### src/design/ucc_pkg.sv
// ----------------------------------------------------------------------------
// ucc_pkg
// Shared widths, constants and control/status types of the union closure
// counter.
// ----------------------------------------------------------------------------
package ucc_pkg;

  // Universe width: number of elements a set can hold
  localparam int UNIVERSE_BITS = 16;

  // Fixed port widths
  localparam int MASK_W  = 16;
  localparam int COUNT_W = 17;

  // Internal widths follow the universe
  localparam int SET_W = UNIVERSE_BITS;
  localparam int CNT_W = UNIVERSE_BITS + 1;

  typedef logic [SET_W-1:0] set_t;
  typedef logic [CNT_W-1:0] cnt_t;

  // Number of distinct subsets of the universe
  localparam cnt_t CAPACITY = {1'b1, {SET_W{1'b0}}};

  // Commands from the controller to the datapath
  typedef struct packed {
    logic init_wr;      // clearing pass: write one entry of both stores
    logic load;         // take the request, rewind the walk
    logic append;       // test the looked-up union and append it if new
    logic idx_inc;      // advance the walk pointer
    logic idx_one;      // point the walk at the first non-empty set
    logic clr_wr;       // clear the visited bit of the set just read
    logic emit;         // capture the result
    logic total_reset;  // store back to holding the empty set only
  } ucc_cmd_t;

  // Status from the datapath to the controller
  typedef struct packed {
    logic init_end;     // clearing pass at the last entry
    logic item_end;     // walk at the last set stored before the request
    logic clr_end;      // walk at the last stored set
    logic single;       // only the empty set is stored
    logic last;         // request closes the problem
  } ucc_stat_t;

endpackage

### src/design/ucc_ctrl.sv
// ----------------------------------------------------------------------------
// ucc_ctrl
// Controller: sequences the clearing pass, the walk over stored sets for
// each request and the clearing walk after the last request of a problem.
// ----------------------------------------------------------------------------
module ucc_ctrl (
  input  logic               clk,
  input  logic               rst_n,
  input  logic               start,
  output logic               busy,
  output logic               out_valid,
  input  ucc_pkg::ucc_stat_t stat,
  output ucc_pkg::ucc_cmd_t  cmd
);

  typedef enum logic [2:0] {
    S_INIT,
    S_IDLE,
    S_RD_LIST,
    S_RD_SEEN,
    S_UPDATE,
    S_DONE,
    S_CLR_RD,
    S_CLR_WR
  } state_t;

  state_t state_r, state_nxt;
  logic   out_valid_r, out_valid_nxt;

  // Next state and commands
  always_comb begin
    state_nxt     = state_r;
    out_valid_nxt = 1'b0;
    cmd           = '0;
    case (state_r)
      S_INIT: begin
        cmd.init_wr = 1'b1;
        cmd.idx_inc = 1'b1;
        if (stat.init_end) begin
          state_nxt = S_IDLE;
        end
      end
      S_IDLE: begin
        if (start) begin
          cmd.load  = 1'b1;
          state_nxt = S_RD_LIST;
        end
      end
      S_RD_LIST: begin
        state_nxt = S_RD_SEEN;
      end
      S_RD_SEEN: begin
        state_nxt = S_UPDATE;
      end
      S_UPDATE: begin
        cmd.append  = 1'b1;
        cmd.idx_inc = 1'b1;
        state_nxt   = stat.item_end ? S_DONE : S_RD_LIST;
      end
      S_DONE: begin
        cmd.emit      = 1'b1;
        out_valid_nxt = 1'b1;
        if (!stat.last) begin
          state_nxt = S_IDLE;
        end else if (stat.single) begin
          state_nxt = S_IDLE;
        end else begin
          cmd.idx_one = 1'b1;
          state_nxt   = S_CLR_RD;
        end
      end
      S_CLR_RD: begin
        state_nxt = S_CLR_WR;
      end
      S_CLR_WR: begin
        cmd.clr_wr  = 1'b1;
        cmd.idx_inc = 1'b1;
        if (stat.clr_end) begin
          cmd.total_reset = 1'b1;
          state_nxt       = S_IDLE;
        end else begin
          state_nxt = S_CLR_RD;
        end
      end
      default: begin
        state_nxt = S_IDLE;
      end
    endcase
  end

  // Hold state and the result strobe
  always_ff @(posedge clk) begin
    if (!rst_n) begin
      state_r     <= S_INIT;
      out_valid_r <= 1'b0;
    end else begin
      state_r     <= state_nxt;
      out_valid_r <= out_valid_nxt;
    end
  end

  assign busy      = state_r != S_IDLE;
  assign out_valid = out_valid_r;

endmodule

### config.mk
export PLATFORM = sky130hd
export DESIGN_NAME = ucc_ctrl
export DESIGN_NICKNAME = d
export VERILOG_FILES = /design/src/design/ucc_pkg.sv /design/src/design/ucc_ctrl.sv
export SDC_FILE = /design/constraint.sdc
export NUM_CORES = 1
export LEC_CHECK = 0
export ABC_CLOCK_PERIOD_IN_PS = 2450
export BUFFER_PORTS_ARGS = -buffer_cell sky130_fd_sc_hd__buf_2
export CAP_MARGIN = 15
export CORE_AREA = 2 2 39 41
export CTS_CLUSTER_DIAMETER = 150
export DETAILED_ROUTE_END_ITERATION = 10
export DIE_AREA = 0 0 41 43
export PLACE_DENSITY = 0.5
export SLEW_MARGIN = 15
export SYNTH_ARGS = -nofsm -noshare
export SYNTH_HDL_FRONTEND = slang
export SYNTH_SLANG_ARGS = --single-unit
### constraint.sdc
create_clock -name clk -period 2.45 [get_ports clk]
set_clock_uncertainty 0.1 [all_clocks]
set_input_delay 0.1225 -clock clk [delete_from_list [all_inputs] [get_ports clk]]
set_output_delay 0.1225 -clock clk [all_outputs]
set_load 0.02 [all_outputs]
Word-level counts from Yosys, hierarchy flattened
Index checks and enable logic that the tools add are counted.
- input port bits: 8
- flip-flop bits (word level): 4
- logic and storage cells: 34
- equality and inequality tests: 10
- reduce and logical (&&, ||, !) cells: 3
- multiplexer cells: 19
- operators by type and width (operator ; number):
    3-bit case mux with 8 select lines ; 1
    3-bit 2-to-1 mux ; 6
    3-bit == test (second input constant) ; 4
    1-bit 2-to-1 mux ; 12
    3-bit by 2-bit == test with 1-bit output (second input constant) ; 2
    2-bit inequality test (second input constant) ; 2
    3-bit by 1-bit == test with 1-bit output (second input constant) ; 1
    3-bit zero test ; 1
    3-bit by 1-bit inequality test with 1-bit output (second input constant) ; 1
    3-bit OR reduction ; 1
    2-bit AND reduction ; 1

Logic depth before layout (Yosys ltp)
Gate-level depths: netlist (run 1).
- depth after elaboration: 3
- depth in mapped cells: 4

Least setup slack after synthesis (run 1)
OpenSTA, ideal clock, no wires.
- path type: register to output
- start: reg state_r[2]
- end: out cmd[3] (netlist bit)
- data required time: 2.227 ns
- data arrival time: 1.203 ns
- stages on the path, launching flop included: 4
- slack: 1.025 ns
- path through: dfxtp_1 > buf_2 > and3b_2 > nor3b_1
- RTL lines (what ; RTL line ; source):
    start, declared ; ucc_ctrl.sv:27 ; state_t state_r, state_nxt;
    start signal, assigned ; ucc_ctrl.sv:97 ; state_r <= state_nxt;
    end, declared ; ucc_ctrl.sv:13 ; output ucc_pkg::ucc_cmd_t cmd

==> metrics, run 1 <==
PostCTS Resize Cnt=0; Yosys reg bits=4; DP Area=410 µm²; Post-Syn Nets=47; most common cell in the netlist=dfxtp_1; total die area=1760 µm²; antenna viol nets, final=0; Final Hold Fails=0; Setup TNS Final=0 ns; initial detailed-routing violation count=0; TritonCTS Buffers=3; clock buffer depth=2; crit path max-delay cell type=dfxtp_1; critical setup path kind=reg -> out; initial core utilization=24.3%; Total GRT Usage=9.24%; Worst EP required=2.23 ns; io pins=18; HPWL Detailed=536 µm; first-pass GRT wire length=1.12 mm; Yosys Warn Count=0; htree depth=1; Tightest Pin Transition=0.549 ns; layout cell share with drive strength beyond 1=52.7%; async set-or-reset flop fraction in the synthesized netlist=0%; CTS tree=yes; Chip Height=43 µm; CP endpoint kind=output port; post-synth top area cell=dfxtp_1; final core utilization=31.3%; CP Launch Type=flip-flop; Core ar.=1380 µm²; Crit path largest cell delay=0.65 ns; peak supply drop=0.257 mV; Max transition margin=63.4%; final setup fails=0; Vias/cell=4.49; Seq/Total Area, Yosys=23.8%; Period minus WS final=1.77 ns; Worst Path Max Fanout=16; Clock Latency Late Sink=0.23 ns; Final Cell Area=433 µm²; vias in the first global route=271; status=finished clean; P_leak=0.218 nW; CTS root buf=clkbuf_4; MaxCap Viol Count=0; GP Congestion=0.681; FP Rows=14; Max Freq=0.567 GHz; ordered cell list for the critical path=and3b_2 > nor3b_1 > buf_2; Clock transition at path regs=0.03 ns; Net count, final=65; ANT cells=0; cell count after synthesis=39; Vias=319; Total Wirelength=701 µm; Power Density=455 nW/µm²; syn_area_per_cell=8.63 µm²; # port buffers=17; HP Class=in -> reg; Die X-Extent=41 µm; Synth top area share=23.8%; grt ovf=0; synthesized cell area=337 µm²; Setup Buffers After CTS=0; RSZ-0062 raised after global routing=no; 1st-pass router iterations=1; Top FF cell, synth=dfxtp_1; fin crit share=72.0%; Post-synth EDFFs=0; largest net degree at the start of global routing=17; area grow syn2layout=28.6%; antenna violations before repair=0; fin. max-slew vios=0; post-DR wirelength/cell=9.87 µm; WP data arrival=1.54 ns; Num Clock Sinks=4; DRC viols=0; Synth area leaders=dfxtp_1 (24%), and3b_2 (5.9%), a2bb2oi_1 (5.2%); hold buffer count at cts=0; Synth cell types=28
## final cells by class
type / count / area [µm²]
clock buffer: 3 / 22.5
multi-input combinational: 29 / 218
inverter: 2 / 7.51
fill: 156 / 951
sequential: 4 / 80.1
timing repair buffer: 17 / 85.1
tap: 16 / 20.0
## layer usage
| metal | up-vias | part of all wire, % | global-route usage (%) |
|---|---|---|---|
| li1 | 174 | - | - |
| met1 | 136 | 51 | 13.5 |
| met2 | 9 | 44 | 11.9 |
| met3 | 0 | 5.1 | 4.71 |
| met4 | 0 | 0 | 2.00 |
| met5 | - | 0 | 0 |
## placed cells by master (no fill, tap or decap), types with 2 or more instances in the layout
master / Yosys / final
inv_1: 2 / 2
clkbuf_4: 0 / 3
buf_2: 1 / 17
a21oi_1: 2 / 2
and2_1: 2 / 2
a2bb2oi_1: 2 / 2
and3b_2: 2 / 2
dfxtp_1: 4 / 4
nand2_1: 2 / 2
and3_2: 2 / 2
## flip-flops by register name (all words and copies together) (netlist names)
register   count
state_r        3
out_valid      1
## final timing paths
| kind | from | endpoint | slack (ns) | depth (start not counted) |
|---|---|---|---|---|
| worst max-delay path | state_r[0]$_SDFFE_PN0P_ | cmd[3] | 0.68 | 3 |
| worst min-delay path | rst_n | out_valid$_SDFF_PN0_ | 0.05 | 2 |
| worst max register to register | state_r[0]$_SDFFE_PN0P_ | state_r[0]$_SDFFE_PN0P_ | 1.03 | 3 |
| worst min register to register | state_r[2]$_SDFFE_PN0P_ | state_r[1]$_SDFFE_PN0P_ | 0.57 | 2 |
## cell families after synthesis
family	Yosys count	synth area share [%]
simple gates	15	32.3
compound gates	13	29.7
buf+inv	6	11.5
flops	4	23.8
xor+xnor	1	2.60
## worst max-delay path, delay by kind of cell (launching register included)
family | cells | cell delay, ns
buffers and inverters | 1 | 0.19
AND/OR/NAND/NOR | 2 | 0.47
flip-flops | 1 | 0.65
## metrics by stage
| stage | instances | hold WS (ns) | power (mW) | setup WS (ns) |
|---|---|---|---|---|
| after global routing | 71 | 0.0644 | 0.213 | 0.602 |
| final | 71 | 0.0452 | 0.197 | 0.685 |
| after CTS | 71 | 0.0448 | 0.203 | 0.674 |
| after floorplan | 39 | 0.144 | 0.108 | 1.02 |
| after detailed placement | 68 | 0.283 | 0.122 | 0.928 |
| after global placement | 68 | 0.280 | 0.122 | 0.934 |
## where the power goes
| part | leakage, nW | internal (mW) | total (mW) | switching [mW] |
|---|---|---|---|---|
| combinational | 0.172 | 0.0220 | 0.0438 | 0.0217 |
| clock | 0.0138 | 0.0545 | 0.0769 | 0.0224 |
| sequential | 0.0325 | 0.0677 | 0.0765 | 0.00883 |
| total | 0.218 | 0.144 | 0.197 | 0.0529 |
(Power assumes the default switching activity.)
==> run 2, diff against run 1 <==
Settings changed: ABC_CLOCK_PERIOD_IN_PS 2450 to 1650.
Clock period 2.45 ns to 1.65 ns, I/O delays scaled along.
==> metrics, run 2 (same netlist as run 1, synthesis figures left out) <==
status=finished clean; largest net degree at the start of global routing=14; worst reg2reg setup slack=0.42 ns; io pins=18; Core ar.=1380 µm²; HP Class=in -> reg; Setup TNS Final=0 ns; CTS tree=yes; peak supply drop=0.308 mV; grt ovf=0; final setup fails=0; CP endpoint kind=output port; area grow syn2layout=34.2%; Die X-Extent=41 µm; Power Density=666 nW/µm²; GP Congestion=0.603; max reg flops=3; Max transition margin=73.6%; Net count, final=67; Final Hold Fails=0; MaxCap Viol Count=0; Setup Buffers After CTS=0; Total GRT Usage=9.14%; Tightest Pin Transition=0.395 ns; Vias/cell=4.51; Vias=329; worst hold margin=0.0585 ns; layout cell share with drive strength beyond 1=54.4%; Num Clock Sinks=4; htree depth=1; Pwr Total=301 µW; DR WL met2=323 µm; Max Freq=0.651 GHz; antenna viol nets, final=0; post-DR wirelength/cell=9.68 µm; P_leak=0.228 nW; HPWL Detailed=549 µm; TritonCTS Buffers=3; FP Rows=14; Top reg by flops=state_r; initial core utilization=24.3%; Worst Path Max Fanout=11; total die area=1760 µm²; WP data arrival=1.35 ns; Top Metal Used=met3; Worst EP required=1.47 ns; initial detailed-routing violation count=3; fin crit share=93.0%; vias in the first global route=274; # port buffers=17; Chip Height=43 µm; commonest non-fill, non-tap cells in the layout=buf_2 (17), clkbuf_4 (3), dfxtp_1 (3); met3 routed WL=40 µm; 1st-pass router iterations=4; DRC viols=0; Total Wirelength=707 µm; most common cell after layout, fill and taps aside=buf_2; CTS root buf=clkbuf_4; first-pass GRT wire length=1.08 mm; fin. max-slew vios=0; RSZ-0062 raised after global routing=no; Clock Latency Late Sink=0.23 ns; Period minus WS final=1.54 ns; CP Launch Type=flip-flop; Clock transition at path regs=0.04 ns; clock buffer depth=2; critical setup path kind=reg -> out; ANT cells=0; met1 wire length=343 µm; antenna violations before repair=0
## run 2: changes by cell type in the layout (fill, tap and decap cells not counted)
cell           previous run  this run
buf_4                     0         1
dfxtp_1                   4         3
dfxtp_2                   0         1
dlygate4sd3_1             0         1
## run 2: layout make-up
cell class	instances	area (µm²)
flip-flops and latches	4	81.3
clock buffers	3	22.5
repair buffers	19	103
well taps	16	20.0
multi-input cells	29	218
inverters	2	7.51
fillers	160	932
## run 2: per-stage QoR
step	instance area, µm²	cells	worst slack (ns)	utilization [%]
floorplan	337	39	0.265	-
global placement	418	69	0.295	30.2
detailed placement	418	69	0.284	30.2
CTS	450	73	0.0300	32.5
global route	452	73	0.0540	32.6
finish	452	73	0.115	32.6
## run 2: worst max-delay path: stages (launching register included)
cell and delay [ns]:
dfxtp_1 0.51, and3b_2 0.26, nor3b_1 0.16, buf_2 0.19
## run 2: repair_timing
item / 4_1_cts / 5_1_grt
setup endpoints to repair: 0 / 1
hold buffers: 1 / 0
resized for setup: 0 / 1
hold endpoints to repair: 1 / 0
## run 2: per-layer routing
metal	up-vias	track usage, %
met3	0	4.71
li1	178	-
met2	11	11.6
met4	0	4.00
met5	-	0
met1	140	12.5
## run 2: final timing paths
| kind | start | end | depth (start not counted) |
|---|---|---|---|
| min | stat[3] | state_r[2]$_SDFFE_PN0P_ | 3 |
| min reg2reg | state_r[0]$_SDFFE_PN0P_ | state_r[0]$_SDFFE_PN0P_ | 2 |
| max reg2reg | state_r[1]$_SDFFE_PN0P_ | state_r[0]$_SDFFE_PN0P_ | 3 |
| max | state_r[2]$_SDFFE_PN0P_ | cmd[3] | 3 |
## run 2: power by group
part | internal (mW) | switching (mW)
Combinational | 0.0370 | 0.0363
Sequential | 0.101 | 0.0103
Clock | 0.0810 | 0.0351
Total | 0.219 | 0.0817
